<file path="src/rtl/csp_pkg.sv">
// Package for the color spec parser: shared types, constants and helpers.
// No dependencies.
package csp_pkg;

    localparam int NAME_CHARS_DEFAULT = 8;
    localparam int HEX_SLOTS          = 12;
    localparam logic [3:0] LEN_CAP    = 4'd14;
    localparam int QUEUE_DEPTH        = 2;

    // one ended string, classified by the front part
    typedef struct packed {
        logic        is_hex;
        logic        hex_bad;
        logic [3:0]  total_len;
        logic [47:0] nibbles;
        logic        name_ok;
        logic [3:0]  name_len;
        logic [63:0] name_text;
    } csp_job_t;

    function automatic logic [4:0] nibble_of(input logic [7:0] c);
        logic [4:0] r;
        begin
            r = 5'h10;
            if (c >= 8'h30 && c <= 8'h39) r = {1'b0, c[3:0]};
            else if ((c >= 8'h61 && c <= 8'h66) || (c >= 8'h41 && c <= 8'h46))
                r = {1'b0, c[3:0] + 4'd9};
            return r;
        end
    endfunction

    function automatic logic is_space(input logic [7:0] c);
        return (c == 8'h20) || (c >= 8'h09 && c <= 8'h0d);
    endfunction

endpackage

</file>
<file path="src/rtl/csp_front.sv">
// Front part: collects bytes of one string, builds a classified job.
// Depends on csp_pkg.
module csp_front
    import csp_pkg::*;
#(
    parameter int NAME_BUFFER_CHARS = NAME_CHARS_DEFAULT
)
(
    input  logic           clk,
    input  logic           rst_n,
    input  logic           in_valid,
    output logic           in_ready,
    input  logic [7:0]     char_code,
    input  logic           last_char,
    input  logic           no_char,
    output logic           job_valid,
    input  logic           job_ready,
    output csp_job_t       job
);
    localparam int NLW = $clog2(NAME_BUFFER_CHARS + 2);
    localparam int NIW = $clog2(NAME_BUFFER_CHARS);
    localparam logic [NLW-1:0] NCAP = NLW'(NAME_BUFFER_CHARS);

    logic [3:0]     total_len_reg, total_len_next;
    logic           hash_reg, hash_next;
    logic           bad_reg, bad_next;
    logic [3:0]     nib_reg [HEX_SLOTS];
    logic [7:0]     name_reg [NAME_BUFFER_CHARS];
    logic [NLW-1:0] name_len_reg, name_len_next;
    logic           take;
    logic           byte_in;
    logic [4:0]     nib;
    logic [7:0]     lc;
    logic           nib_we, name_we;

    assign in_ready = job_ready;
    assign take     = in_valid && in_ready;
    assign byte_in  = take && !no_char;
    assign nib      = nibble_of(char_code);
    assign lc       = (char_code >= 8'h41 && char_code <= 8'h5a) ? char_code + 8'd32 : char_code;
    assign nib_we   = byte_in && total_len_reg >= 4'd1 && total_len_reg <= 4'd12;
    assign name_we  = byte_in && !is_space(char_code) && name_len_reg < NCAP;

    // control state update; all control state clears after the last byte
    always_comb
    begin
        total_len_next = total_len_reg;
        hash_next      = hash_reg;
        bad_next       = bad_reg;
        name_len_next  = name_len_reg;
        if (byte_in)
        begin
            if (total_len_reg == 4'd0 && char_code == 8'h23) hash_next = 1'b1;
            if (nib_we && nib[4]) bad_next = 1'b1;
            if (total_len_reg < LEN_CAP) total_len_next = total_len_reg + 4'd1;
            if (!is_space(char_code) && name_len_reg <= NCAP)
                name_len_next = name_len_reg + NLW'(1);
        end
        if (take && last_char)
        begin
            total_len_next = '0;
            hash_next      = 1'b0;
            bad_next       = 1'b0;
            name_len_next  = '0;
        end
    end

    always_ff @(posedge clk or negedge rst_n)
    begin
        if (!rst_n)
        begin
            total_len_reg <= '0;
            hash_reg      <= 1'b0;
            bad_reg       <= 1'b0;
            name_len_reg  <= '0;
        end
        else
        begin
            total_len_reg <= total_len_next;
            hash_reg      <= hash_next;
            bad_reg       <= bad_next;
            name_len_reg  <= name_len_next;
        end
    end

    // character stores
    always_ff @(posedge clk)
    begin
        if (nib_we) nib_reg[total_len_reg - 4'd1] <= nib[3:0];
        if (name_we) name_reg[name_len_reg[NIW-1:0]] <= lc;
    end

    // job built from the state plus the ending byte
    always_comb
    begin
        logic [3:0] nb [HEX_SLOTS];
        logic [7:0] nm [NAME_BUFFER_CHARS];
        nb = nib_reg;
        nm = name_reg;
        if (nib_we) nb[total_len_reg - 4'd1] = nib[3:0];
        if (name_we) nm[name_len_reg[NIW-1:0]] = lc;
        job.total_len = total_len_reg;
        job.hex_bad   = bad_reg;
        if (byte_in)
        begin
            job.total_len = (total_len_reg < LEN_CAP) ? total_len_reg + 4'd1 : total_len_reg;
            job.hex_bad   = bad_reg || (nib_we && nib[4]);
        end
        job.is_hex = (hash_reg || (byte_in && total_len_reg == 4'd0 && char_code == 8'h23))
                     && (job.total_len == 4'd4 || job.total_len == 4'd7
                         || job.total_len == 4'd13);
        for (int i = 0; i < HEX_SLOTS; i++) job.nibbles[4*i +: 4] = nb[i];
        job.name_len  = '0;
        job.name_ok   = 1'b0;
        job.name_text = '0;
        begin
            logic [NLW-1:0] nl;
            nl = (name_we || (byte_in && !is_space(char_code) && name_len_reg <= NCAP))
                 ? name_len_reg + NLW'(1) : name_len_reg;
            job.name_ok = nl <= NCAP && nl != '0;
            job.name_len = 4'(nl);
            for (int i = 0; i < 8; i++)
                if (i < NAME_BUFFER_CHARS && NLW'(i) < nl) job.name_text[8*i +: 8] = nm[i];
        end
    end

    assign job_valid = take && last_char;
endmodule

</file>
<file path="src/rtl/csp_queue.sv">
// Two-entry queue between front and back parts.
// Depends on csp_pkg.
module csp_queue
    import csp_pkg::*;
(
    input  logic     clk,
    input  logic     rst_n,
    input  logic     wr_valid,
    output logic     wr_ready,
    input  csp_job_t wr_data,
    output logic     rd_valid,
    input  logic     rd_ready,
    output csp_job_t rd_data
);
    csp_job_t   mem_reg [QUEUE_DEPTH];
    logic       wp_reg, rp_reg;
    logic [1:0] cnt_reg;
    logic       wr, rd;

    assign wr_ready = cnt_reg != 2'(QUEUE_DEPTH);
    assign rd_valid = cnt_reg != 2'd0;
    assign rd_data  = mem_reg[rp_reg];
    assign wr = wr_valid && wr_ready;
    assign rd = rd_valid && rd_ready;

    always_ff @(posedge clk or negedge rst_n)
    begin
        if (!rst_n)
        begin
            wp_reg <= 1'b0; rp_reg <= 1'b0; cnt_reg <= '0;
        end
        else
        begin
            if (wr) wp_reg <= !wp_reg;
            if (rd) rp_reg <= !rp_reg;
            cnt_reg <= cnt_reg + 2'(wr) - 2'(rd);
        end
    end

    always_ff @(posedge clk)
    begin
        if (wr) mem_reg[wp_reg] <= wr_data;
    end
endmodule

</file>
<file path="src/rtl/csp_back.sv">
// Back part: hex expansion and name match into a registered result.
// Depends on csp_pkg.
module csp_back
    import csp_pkg::*;
(
    input  logic        clk,
    input  logic        rst_n,
    input  logic        job_valid,
    output logic        job_ready,
    input  csp_job_t    job,
    output logic        out_valid,
    input  logic        out_ready,
    output logic        found,
    output logic [15:0] red,
    output logic [15:0] green,
    output logic [15:0] blue
);
    logic        valid_reg;
    logic        found_reg;
    logic [15:0] r_reg, g_reg, b_reg;
    logic        f_c;
    logic [15:0] r_c, g_c, b_c;

    function automatic logic [15:0] comp(input logic [47:0] n, input int first, input int d);
        logic [15:0] v;
        begin
            v = '0;
            if (d == 1) v = {4{n[4*first +: 4]}};
            else if (d == 2) v = {2{n[4*first +: 4], n[4*first+4 +: 4]}};
            else v = {n[4*first +: 4], n[4*first+4 +: 4], n[4*first+8 +: 4], n[4*first+12 +: 4]};
            return v;
        end
    endfunction

    function automatic logic [63:0] str(input string s);
        logic [63:0] v;
        begin
            v = '0;
            for (int i = 0; i < 8; i++) if (i < s.len()) v[8*i +: 8] = s[i];
            return v;
        end
    endfunction

    // name text tagged with its length
    function automatic logic [67:0] key(input string s);
        return {4'(s.len()), str(s)};
    endfunction

    // result selection
    always_comb
    begin
        logic [63:0] t;
        logic [67:0] k;
        f_c = 1'b0; r_c = '0; g_c = '0; b_c = '0;
        t = job.name_text;
        k = '0;
        if (job.is_hex)
        begin
            if (!job.hex_bad)
            begin
                f_c = 1'b1;
                case (job.total_len)
                    4'd4:    begin r_c = comp(job.nibbles,0,1); g_c = comp(job.nibbles,1,1);
                                   b_c = comp(job.nibbles,2,1); end
                    4'd7:    begin r_c = comp(job.nibbles,0,2); g_c = comp(job.nibbles,2,2);
                                   b_c = comp(job.nibbles,4,2); end
                    default: begin r_c = comp(job.nibbles,0,4); g_c = comp(job.nibbles,4,4);
                                   b_c = comp(job.nibbles,8,4); end
                endcase
            end
        end
        else if (job.name_ok)
        begin
            if (t == str("grey")) t = str("gray");
            k = {job.name_len, t};
            f_c = 1'b1;
            if (k == key("black"))        {r_c,g_c,b_c} = {16'h0000,16'h0000,16'h0000};
            else if (k == key("silver"))  {r_c,g_c,b_c} = {16'hc0c0,16'hc0c0,16'hc0c0};
            else if (k == key("gray"))    {r_c,g_c,b_c} = {16'h8080,16'h8080,16'h8080};
            else if (k == key("white"))   {r_c,g_c,b_c} = {16'hffff,16'hffff,16'hffff};
            else if (k == key("maroon"))  {r_c,g_c,b_c} = {16'h8080,16'h0000,16'h0000};
            else if (k == key("red"))     {r_c,g_c,b_c} = {16'hffff,16'h0000,16'h0000};
            else if (k == key("purple"))  {r_c,g_c,b_c} = {16'h8080,16'h0000,16'h8080};
            else if (k == key("fuchsia")) {r_c,g_c,b_c} = {16'hffff,16'h0000,16'hffff};
            else if (k == key("green"))   {r_c,g_c,b_c} = {16'h0000,16'h8080,16'h0000};
            else if (k == key("lime"))    {r_c,g_c,b_c} = {16'h0000,16'hffff,16'h0000};
            else if (k == key("olive"))   {r_c,g_c,b_c} = {16'h8080,16'h8080,16'h0000};
            else if (k == key("yellow"))  {r_c,g_c,b_c} = {16'hffff,16'hffff,16'h0000};
            else if (k == key("navy"))    {r_c,g_c,b_c} = {16'h0000,16'h0000,16'h8080};
            else if (k == key("blue"))    {r_c,g_c,b_c} = {16'h0000,16'h0000,16'hffff};
            else if (k == key("teal"))    {r_c,g_c,b_c} = {16'h0000,16'h8080,16'h8080};
            else if (k == key("aqua"))    {r_c,g_c,b_c} = {16'h0000,16'hffff,16'hffff};
            else f_c = 1'b0;
        end
    end

    assign job_ready = !valid_reg || out_ready;

    always_ff @(posedge clk or negedge rst_n)
    begin
        if (!rst_n) valid_reg <= 1'b0;
        else if (job_ready) valid_reg <= job_valid;
    end

    always_ff @(posedge clk)
    begin
        if (job_ready && job_valid)
        begin
            found_reg <= f_c; r_reg <= r_c; g_reg <= g_c; b_reg <= b_c;
        end
    end

    assign out_valid = valid_reg;
    assign found = found_reg;
    assign red   = r_reg;
    assign green = g_reg;
    assign blue  = b_reg;
endmodule

</file>
<file path="src/rtl/color_spec_parser.sv">
// Color specification parser, top level: front, queue and back parts.
// Channels: in (char_code, last_char, no_char) and out (found, red, green, blue),
// both valid/ready. One byte is taken every cycle while the queue has room.
// The transfer carrying last_char enqueues a job, held in a queue entry and then
// in the back part's output register, which drives out_valid. Throughput is one
// character per cycle while the queue has room, set by the per-byte front update.
// A stalled receiver holds the output register; the two-entry queue fills
// and then in_ready drops until the receiver takes the result.
// Reset clears all counts and flags; no clearing pass is needed.
// Depends on csp_pkg, csp_front, csp_queue, csp_back.
module color_spec_parser
    import csp_pkg::*;
#(
    parameter int NAME_BUFFER_CHARS = NAME_CHARS_DEFAULT
)
(
    input  logic        clk,
    input  logic        rst_n,
    input  logic        in_valid,
    output logic        in_ready,
    input  logic [7:0]  char_code,
    input  logic        last_char,
    input  logic        no_char,
    output logic        out_valid,
    input  logic        out_ready,
    output logic        found,
    output logic [15:0] red,
    output logic [15:0] green,
    output logic [15:0] blue
);
    logic     fq_valid, fq_ready, qb_valid, qb_ready;
    csp_job_t fq_job, qb_job;

    csp_front #(.NAME_BUFFER_CHARS(NAME_BUFFER_CHARS)) u_front (
        .clk, .rst_n, .in_valid, .in_ready, .char_code, .last_char, .no_char,
        .job_valid(fq_valid), .job_ready(fq_ready), .job(fq_job)
    );

    csp_queue u_queue (
        .clk, .rst_n, .wr_valid(fq_valid), .wr_ready(fq_ready), .wr_data(fq_job),
        .rd_valid(qb_valid), .rd_ready(qb_ready), .rd_data(qb_job)
    );

    csp_back u_back (
        .clk, .rst_n, .job_valid(qb_valid), .job_ready(qb_ready), .job(qb_job),
        .out_valid, .out_ready, .found, .red, .green, .blue
    );
endmodule

</file>
<file path="config.mk">
export PLATFORM = sky130hd
export DESIGN_NAME = color_spec_parser
export DESIGN_NICKNAME = d
export VERILOG_FILES = /design/src/rtl/csp_pkg.sv /design/src/rtl/csp_front.sv /design/src/rtl/csp_queue.sv /design/src/rtl/csp_back.sv /design/src/rtl/color_spec_parser.sv
export SDC_FILE = /design/constraint.sdc
export NUM_CORES = 1
export LEC_CHECK = 0
export BUFFER_PORTS_ARGS = -buffer_cell sky130_fd_sc_hd__buf_2
export CAP_MARGIN = 20
export CORE_ASPECT_RATIO = 0.7
export CORE_MARGIN = 2
export CORE_UTILIZATION = 62
export CTS_CLUSTER_DIAMETER = 100
export DETAILED_ROUTE_END_ITERATION = 6
export PLACE_DENSITY = 0.77
export SYNTH_ARGS = -nofsm -noshare
export SYNTH_HDL_FRONTEND = slang
export SYNTH_SLANG_ARGS = --single-unit
</file>
<file path="constraint.sdc">
create_clock -name clk -period 11.6 [get_ports clk]
set_clock_uncertainty 0.15 [all_clocks]
set_input_delay 1.16 -clock clk [delete_from_list [all_inputs] [get_ports clk]]
set_output_delay 1.16 -clock clk [all_outputs]
set_load 0.03 [all_outputs]
</file>
==> results.md, run 1 <==
* DRT met1 WL at 22.4 mm
* Antenna diodes at 0
* FF+latch count, synth at 422
* RD Place Congestion at 0.996
* Final core utilization at 0.695
* DP Worst Slack at 6.50 ns
* Drt wl/cell at 24.9 um
* Final Max Slew Viols at 0
* Slew margin rel. at 0.241
* Maximum vdd drop at 0.000189 V
* Syn-to-layout area delta at 10.7%
* Hold wc startpoint: u_front.name_reg[46]
* Period utilization at 0.439
* Pre-antenna DRT Iters at 6
* Synth Cell Area at 18700 sq um
* Full die area at 31600 sq um
* First-pass GRT wire length at 73.6 mm
* Ys Warns at 0
* Dpl hpwl at 35.1 mm
* Main synth FF type: edfxtp_1
* Fmax at 196 MHz
* Arr. time, crit path at 5.34 ns
* WHS at 0.304 ns
* GR Util All Layers at 0.316
* RSZ-0062 raised after global routing: no
* Crit end category: flop
* Chip Width at 212 um
* Clock transition at path regs at 0.07 ns
* Mapped Nets at 1545
* Max Cap Viol at 0
* Cell variety after synth at 85
* Initial core utilization at 0.627
* Synthesized area per cell at 12.4 sq um
* Metal3 WL at 6.08 mm
* Post-Route WL at 49.4 mm
* Post-synthesis sequential area ratio at 0.613
* Post-layout worst setup margin at 6.51 ns
* TritonCTS clock tree: done
* Pleak at 7.78 nW
* Critical path startpoint category: flop
* Synth top area cells: edfxtp_1, dfxtp_1, mux2_2, nand2_1, dfrtp_1
* Gate Count Post-Synth at 1512
* TritonCTS Buffers at 40
* Chip Height at 149 um
* CP required at 11.85 ns
* Clk buf depth at 3
* Remaining DRCs at 0
* Status: complete, no violations
* Max reg flops at 246
* Clk_lat worst skew at 0.56 ns
* Yosys top cell area share at 0.473
* H-tree levels at 2
* Final Setup Violations at 0
* Via count at 13100
* Comb pwr share at 0.285
* Nets@finish at 1599
* DR top layer: met4
* Ys async rst share at 0.0355
* Final count of hold timing violations at 0
* Reg2reg start: u_queue.rp_reg
* Pwr Density at 234 nW/um^2
* Core ar. at 29800 sq um
* R2r setup slk at 6.51 ns
* Pin count of the biggest net entering global routing at 102
* Register-to-Register Path Depth at 9
* Remaining antenna violation count after routing at 0
* CP max FO at 101
* Setup Total Neg Slack at 0 ns
* Placed Area at 19400 sq um
* Seq pwr share at 0.445
* IO Count at 65
* Worst Tran Pin Value at 1.14 ns
* Cts hold-fix bufs at 0
* Post-CTS Setup Bufs at 0
* P_sw at 1.65 mW
* CP Launch Point: u_queue.rp_reg
* CTS-repair resized insts at 0
* Crit path kind: reg -> reg
* Hold WC Path Type: reg -> reg
* Initial antenna violation count at 0
* Starting DRT DRC Count at 1485
* Std-Cell Rows at 53
* Clk network pwr share at 0.270
* Number of vias per cell at 6.60
* Net Sw Frac at 0.340
* Pint at 3.19 mW
* Vias in the first global route at 12100
* Overflow after GRT at 0
* Cell area after layout at 20700 sq um
* Post-synth EDFFs at 295
* I/O Buffers at 64
* Root cell of the clock tree: clkbuf_16
* Share of cells above drive strength 1 at 0.195
* Synth area leader: edfxtp_1
* Hold depth at 2
* Fin crit period at 5.09 ns
* Met2 wire len at 19.9 mm
* CTS sink cnt at 422
-- cells in the final DEF, fill, tap and decap left out, types with 6 or more instances in the layout --
cell / netlist / final
or2_2: 14 / 14
nand4b_1: 12 / 12
mux2_2: 122 / 122
and3_1: 25 / 25
nand2b_1: 13 / 13
buf_4: 4 / 20
dfrtp_1: 15 / 14
nand3b_1: 11 / 11
nor4_1: 27 / 26
ha_1: 19 / 19
mux2i_1: 31 / 31
a32o_1: 6 / 6
nand2_1: 120 / 120
a21oi_1: 55 / 54
nand3_1: 47 / 47
o21ai_0: 64 / 64
clkbuf_1: 52 / 8
nand4bb_1: 6 / 6
o21a_1: 21 / 21
a211oi_1: 6 / 6
or4_1: 13 / 13
edfxtp_1: 295 / 295
dfxtp_1: 112 / 112
inv_1: 48 / 48
o32ai_1: 9 / 8
o22ai_1: 7 / 6
clkbuf_16: 0 / 42
nor3_1: 34 / 33
clkinv_1: 1 / 8
o211ai_1: 9 / 9
buf_2: 14 / 66
and2_1: 25 / 24
nand4_1: 27 / 27
nor4b_1: 10 / 10
nor3b_1: 11 / 11
a21boi_0: 29 / 29
a22oi_1: 8 / 8
clkinv_2: 0 / 6
nor2_1: 76 / 75
xnor2_1: 6 / 6
-- final cells by class --
class                      count  area, sq um
inverter                      49          184
clock buffer                  55         1150
tap                          385          482
sequential                   422        11500
fill                        2117         9110
timing repair buffer          87          492
multi-input combinational    966         6760
clock inverter                18          179
-- per-stage QoR --
stage | power, mW | cells
after CTS | 4.82 | 1979
after global placement | 3.48 | 1903
after floorplan | 3.13 | 1512
after detailed placement | 3.52 | 1906
final | 4.84 | 1982
after global routing | 5.04 | 1982
-- synth_stat cells, types with 7 or more instances --
library cell,number
a21boi_0,29
a21oi_1,55
a22oi_1,8
and2_1,25
and3_1,25
buf_2,14
clkbuf_1,52
dfrtp_1,15
dfxtp_1,112
edfxtp_1,295
ha_1,19
inv_1,48
mux2_2,122
mux2i_1,31
nand2_1,120
nand2b_1,13
nand3_1,47
nand3b_1,11
nand4_1,27
nand4b_1,12
nor2_1,76
nor3_1,34
nor3b_1,11
nor4_1,27
nor4b_1,10
o211ai_1,9
o21a_1,21
o21ai_0,64
o22ai_1,7
o32ai_1,9
or2_2,14
or4_1,13
-- worst max-delay path, stage by stage (launching register included) --
cell and delay (ns):
dfrtp_4 0.71, buf_4 0.81, nand4b_1 0.38, a221oi_1 1.03, nand4_1 0.49, or4_1 0.54
o22a_1 0.21, nand4_1 0.12, o21ai_0 0.28, nand2_1 0.17
-- logic make-up after synthesis --
kind of cell / Yosys count / synth area share
xor gates and xnor gates: 8 / 0.00374
buffers and inverters: 124 / 0.0282
muxes: 153 / 0.0900
and+or+nand+nor: 504 / 0.149
DFF: 422 / 0.613
adders and majority gates: 19 / 0.0127
AOI/OAI and AO/OA: 282 / 0.103
-- metal layers --
metal / global-route usage / vias up
met4: 0.0817 / 0
met5: 0 / -
li1: - / 5843
met1: 0.493 / 6410
met2: 0.426 / 737
met3: 0.0968 / 83
-- power groups by stage --
stage / sequential [mW] / combinational [mW] / clock, mW
3_3_place_gp: 2.17 / 1.31 / 0
4_1_cts: 2.15 / 1.35 / 1.32
5_1_grt: 2.18 / 1.48 / 1.38
6_report: 2.16 / 1.38 / 1.31
2_1_floorplan: 2.30 / 0.831 / 0
3_5_place_dp: 2.18 / 1.34 / 0
-- path summary, 6_finish.rpt --
path / end
setup / recovery: u_back.green[7]
hold / removal: u_front.name_reg[46]
setup reg to reg: u_back.green[7]
hold reg to reg: u_front.name_reg[46]
max in group asynchronous: u_queue.rp_reg
min in group asynchronous: u_front.name_len_reg[3]
(Power assumes the default switching activity.)
==> inputs of run 2 (changes only) <==
Settings changed: ABC_AREA set to 1.
Clock period 11.6 ns to 5.2 ns, I/O delays scaled along.
==> results.md, run 2 <==
* Final Max Slew Viols at 0 (unchanged)
* Most frequent cells in the layout: nand2_1, edfxtp_1, inv_1, nor2_1, o21ai_0
* Cell variety after synth at 49 (-42%)
* Gate Count Post-Synth at 1970 (+30%)
* Final count of hold timing violations at 0 (unchanged)
* Mapped Nets at 2003 (+30%)
* Final Setup Violations at 0 (unchanged)
* Max Cap Viol at 0 (unchanged)
* Post-Route WL at 49.1 mm (-0.54%)
* First-pass GRT wire length at 75.3 mm (+2.3%)
* Met2 usage at 0.471 (+0.0443)
* Overflow after GRT at 0 (unchanged)
* TritonCTS Buffers at 40 (unchanged)
* Register-to-Register Path Depth at 21 (+12)
* Post-synthesis sequential area ratio at 0.618 (+0.00533)
* Cell Count, Final, Fillers Out at 2447 (+23%)
* Dpl hpwl at 34.4 mm (-1.9%)
* Synth top area cells: edfxtp_1, dfxtp_1, nand2_1, inv_1, nor2_1
* Yosys top cell area share at 0.477 (+0.00411)
* Initial core utilization at 0.637 (+0.00938)
* Post-CTS Setup Bufs at 0 (unchanged)
* Root cell of the clock tree: clkbuf_16
* Fmax at 252 MHz (+28%)
* Syn-to-layout area delta at 10.5%
* Remaining DRCs at 0 (unchanged)
* Worst setup endpoint: u_back.red[13]
* TritonCTS clock tree: done
* Fill cell count at 2143 (+1.2%)
* Share of cells above drive strength 1 at 0.0918 (-0.103)
* Hold WC Path Type: in -> reg
* Worst Tran Pin Value at 0.920 ns (-0.219 ns)
* Synth Cell Area at 18600 sq um (-0.86%)
* Ys async rst share at 0.0355 (unchanged)
* R2r setup slk at 1.24 ns (-5.27 ns)
* Pwr Density at 577 nW/um^2 (+150%)
* Slew margin rel. at 0.382 (+0.141)
* Met3 GRT Util at 0.0760 (-0.0208)
* Post-synth EDFFs at 295 (unchanged)
* CP max FO at 38 (-62%)
* Synth area leader: edfxtp_1
* H-tree levels at 2 (unchanged)
* Chip Height at 149 um (-0.42%)
* CTS sink cnt at 422 (unchanged)
* Arr. time, crit path at 4.07 ns (-1.27 ns)
* Via count at 14100 (+7.7%)
* GR Util All Layers at 0.320 (+0.00382)
* Reg2reg start: u_queue.rp_reg
* Placed Area at 19300 sq um (-0.60%)
* Commonest non-fill, non-tap cell in the layout: nand2_1
* Clock transition at path regs at 0.06 ns (about the same)
* Status: complete, no violations
* RSZ-0062 raised after global routing: no
* Synthesized area per cell at 9.42 sq um (-24%)
* CTS-repair resized insts at 0 (unchanged)
* Met1 track utilization from global routing at 0.486 (-0.00699)
* RR Endpoint: u_back.red[13]
* WHS at 0.0601 ns (-0.244 ns)
* Max reg flops at 246 (unchanged)
* Final Total Pwr at 11.8 mW (+140%)
* FF+latch count, synth at 422 (unchanged)
* Critical path startpoint category: flop
* Footprint of the multi-input gates at 5890 sq um (-13%)
* Fin crit period at 3.96 ns (-1.13 ns)
* Crit path kind: reg -> reg
* Period utilization at 0.762 (+0.323)
* Placed insts at 2375 (+25%)
* Main synth FF type: edfxtp_1
* IO Count at 65 (unchanged)
* RD Place Congestion at 0.955 (-4.1%)
* Ys Warns at 0 (unchanged)
* Synth cell count leaders: nand2_1, edfxtp_1, inv_1
* Pleak at 8.55 nW (+9.9%)
* Top-count cell post-synth: nand2_1
* Std-Cell Rows at 52 (-1.9%)
* GR peak layer: met1
* CP Launch Point: u_queue.rp_reg
* Core ar. at 29100 sq um (-2.3%)
* Clk buf depth at 3 (unchanged)
* Chip Width at 211 um (-0.42%)
* Drt wl/cell at 20.1 um (-19%)
* Vias in the first global route at 13200 (+9.0%)
* Pre-antenna DRT Iters at 6 (unchanged)
* Register area at 11500 sq um (unchanged)
* Initial antenna violation count at 1 (+1)
* Maximum vdd drop at 0.000446 V (+140%)
* CP required at 5.31 ns (-6.54 ns)
* Starting DRT DRC Count at 1786 (+20%)
* Remaining antenna violation count after routing at 0 (unchanged)
* Number of vias per cell at 5.75 (-13%)
* Pin count of the biggest net entering global routing at 124 (+22%)
* Cell area after layout at 20500 sq um (-1.1%)
* Nets@finish at 2073 (+30%)
* Full die area at 31400 sq um (-0.84%)
* Antenna diodes at 0 (unchanged)
* Clk_lat worst skew at 0.55 ns (about the same)
* I/O Buffers at 64 (unchanged)
* Crit end category: flop
-- run 2: cell count changes in the layout (fill, tap and decap cells not counted), sizes merged, moves of 14 or more --
cell / delta
mux2i: -24
and2: -21
nand2: +388
nor2: +171
and3: -24
a21oi: -14
nand3: +55
inv: +197
mux2: -122
o21ai: +83
a21boi: -31
-- run 2: final cells by class --
| cell class | count | area share |
|---|---|---|
| Inverter | 243 | 0.0445 |
| Sequential cell | 422 | 0.560 |
| Clock inverter | 11 | 0.00726 |
| Clock buffer | 60 | 0.0530 |
| Timing Repair Buffer | 87 | 0.0254 |
| Tap cell | 378 | 0.0231 |
| Multi-Input combinational cell | 1246 | 0.287 |
-- run 2: layer usage --
| metal | share of wire | wire, um | vias up |
|---|---|---|---|
| li1 | - | - | 6677 |
| met1 | 0.44 | 21500 | 6561 |
| met3 | 0.12 | 5990 | 79 |
| met4 | 0.017 | 821 | 2 |
| met2 | 0.42 | 20800 | 758 |
| met5 | 0.00035 | 17 | - |
-- run 2: logic make-up after synthesis --
| family | count (synthesis) | share of synthesized area |
|---|---|---|
| AOI/OAI and AO/OA | 239 | 0.0709 |
| xor gates and xnor gates | 9 | 0.00425 |
| adders and majority gates | 19 | 0.0128 |
| buffers and inverters | 302 | 0.0656 |
| DFF | 422 | 0.618 |
| muxes | 7 | 0.00378 |
| and+or+nand+nor | 972 | 0.224 |
-- run 2: per-stage QoR --
stage | util | setup TNS, ns | worst slack [ns]
6_report | 0.704 | 0 | 1.24
5_1_grt | 0.704 | 0 | 0.994
4_1_cts | 0.704 | 0 | 1.28
3_5_place_dp | 0.661 | 0 | 0.831
3_3_place_gp | 0.661 | 0 | 1.20
2_1_floorplan | - | -385.50 | -1.57
-- run 2: repair_timing --
action / in CTS / in global routing
hold buffers: 1 / 0
hold endpoints to repair: 15 / 0
setup endpoints to repair: 0 / 0
-- run 2: worst min path at each step --
| stage | from | cells past startpoint | to |
|---|---|---|---|
| floorplan | rst_n | 0 | u_back.out_valid |
| global placement | rst_n | 1 | u_queue.cnt_reg[0] |
| detailed placement | rst_n | 1 | u_back.out_valid |
| CTS | out_ready | 2 | u_back.out_valid |
| global route | out_ready | 2 | u_back.out_valid |
| finish | out_ready | 2 | u_back.out_valid |
-- run 2: power breakdown --
part,switching [mW],internal (mW),total (mW)
clock network,1.23,1.56,2.79
logic,3.10,0.984,4.09
registers,0.287,4.67,4.96
-- run 2: critical path, stage by stage (launching register included) --
cell	delay, ns
dfrtp_4	0.75
inv_2	0.07
buf_4	0.28
buf_4	0.31
nand2_1	0.09
nand2_1	0.08
nor2_1	0.13
nand2_1	0.11
nor2_2	0.15
nand2_2	0.10
nor2_8	0.17
nand2_2	0.12
nand2_4	0.11
nand4_4	0.12
inv_2	0.09
nand3_2	0.06
nor2_2	0.14
inv_2	0.05
nand2_2	0.06
nor2_1	0.06
nand2_1	0.27
o21ai_0	0.17
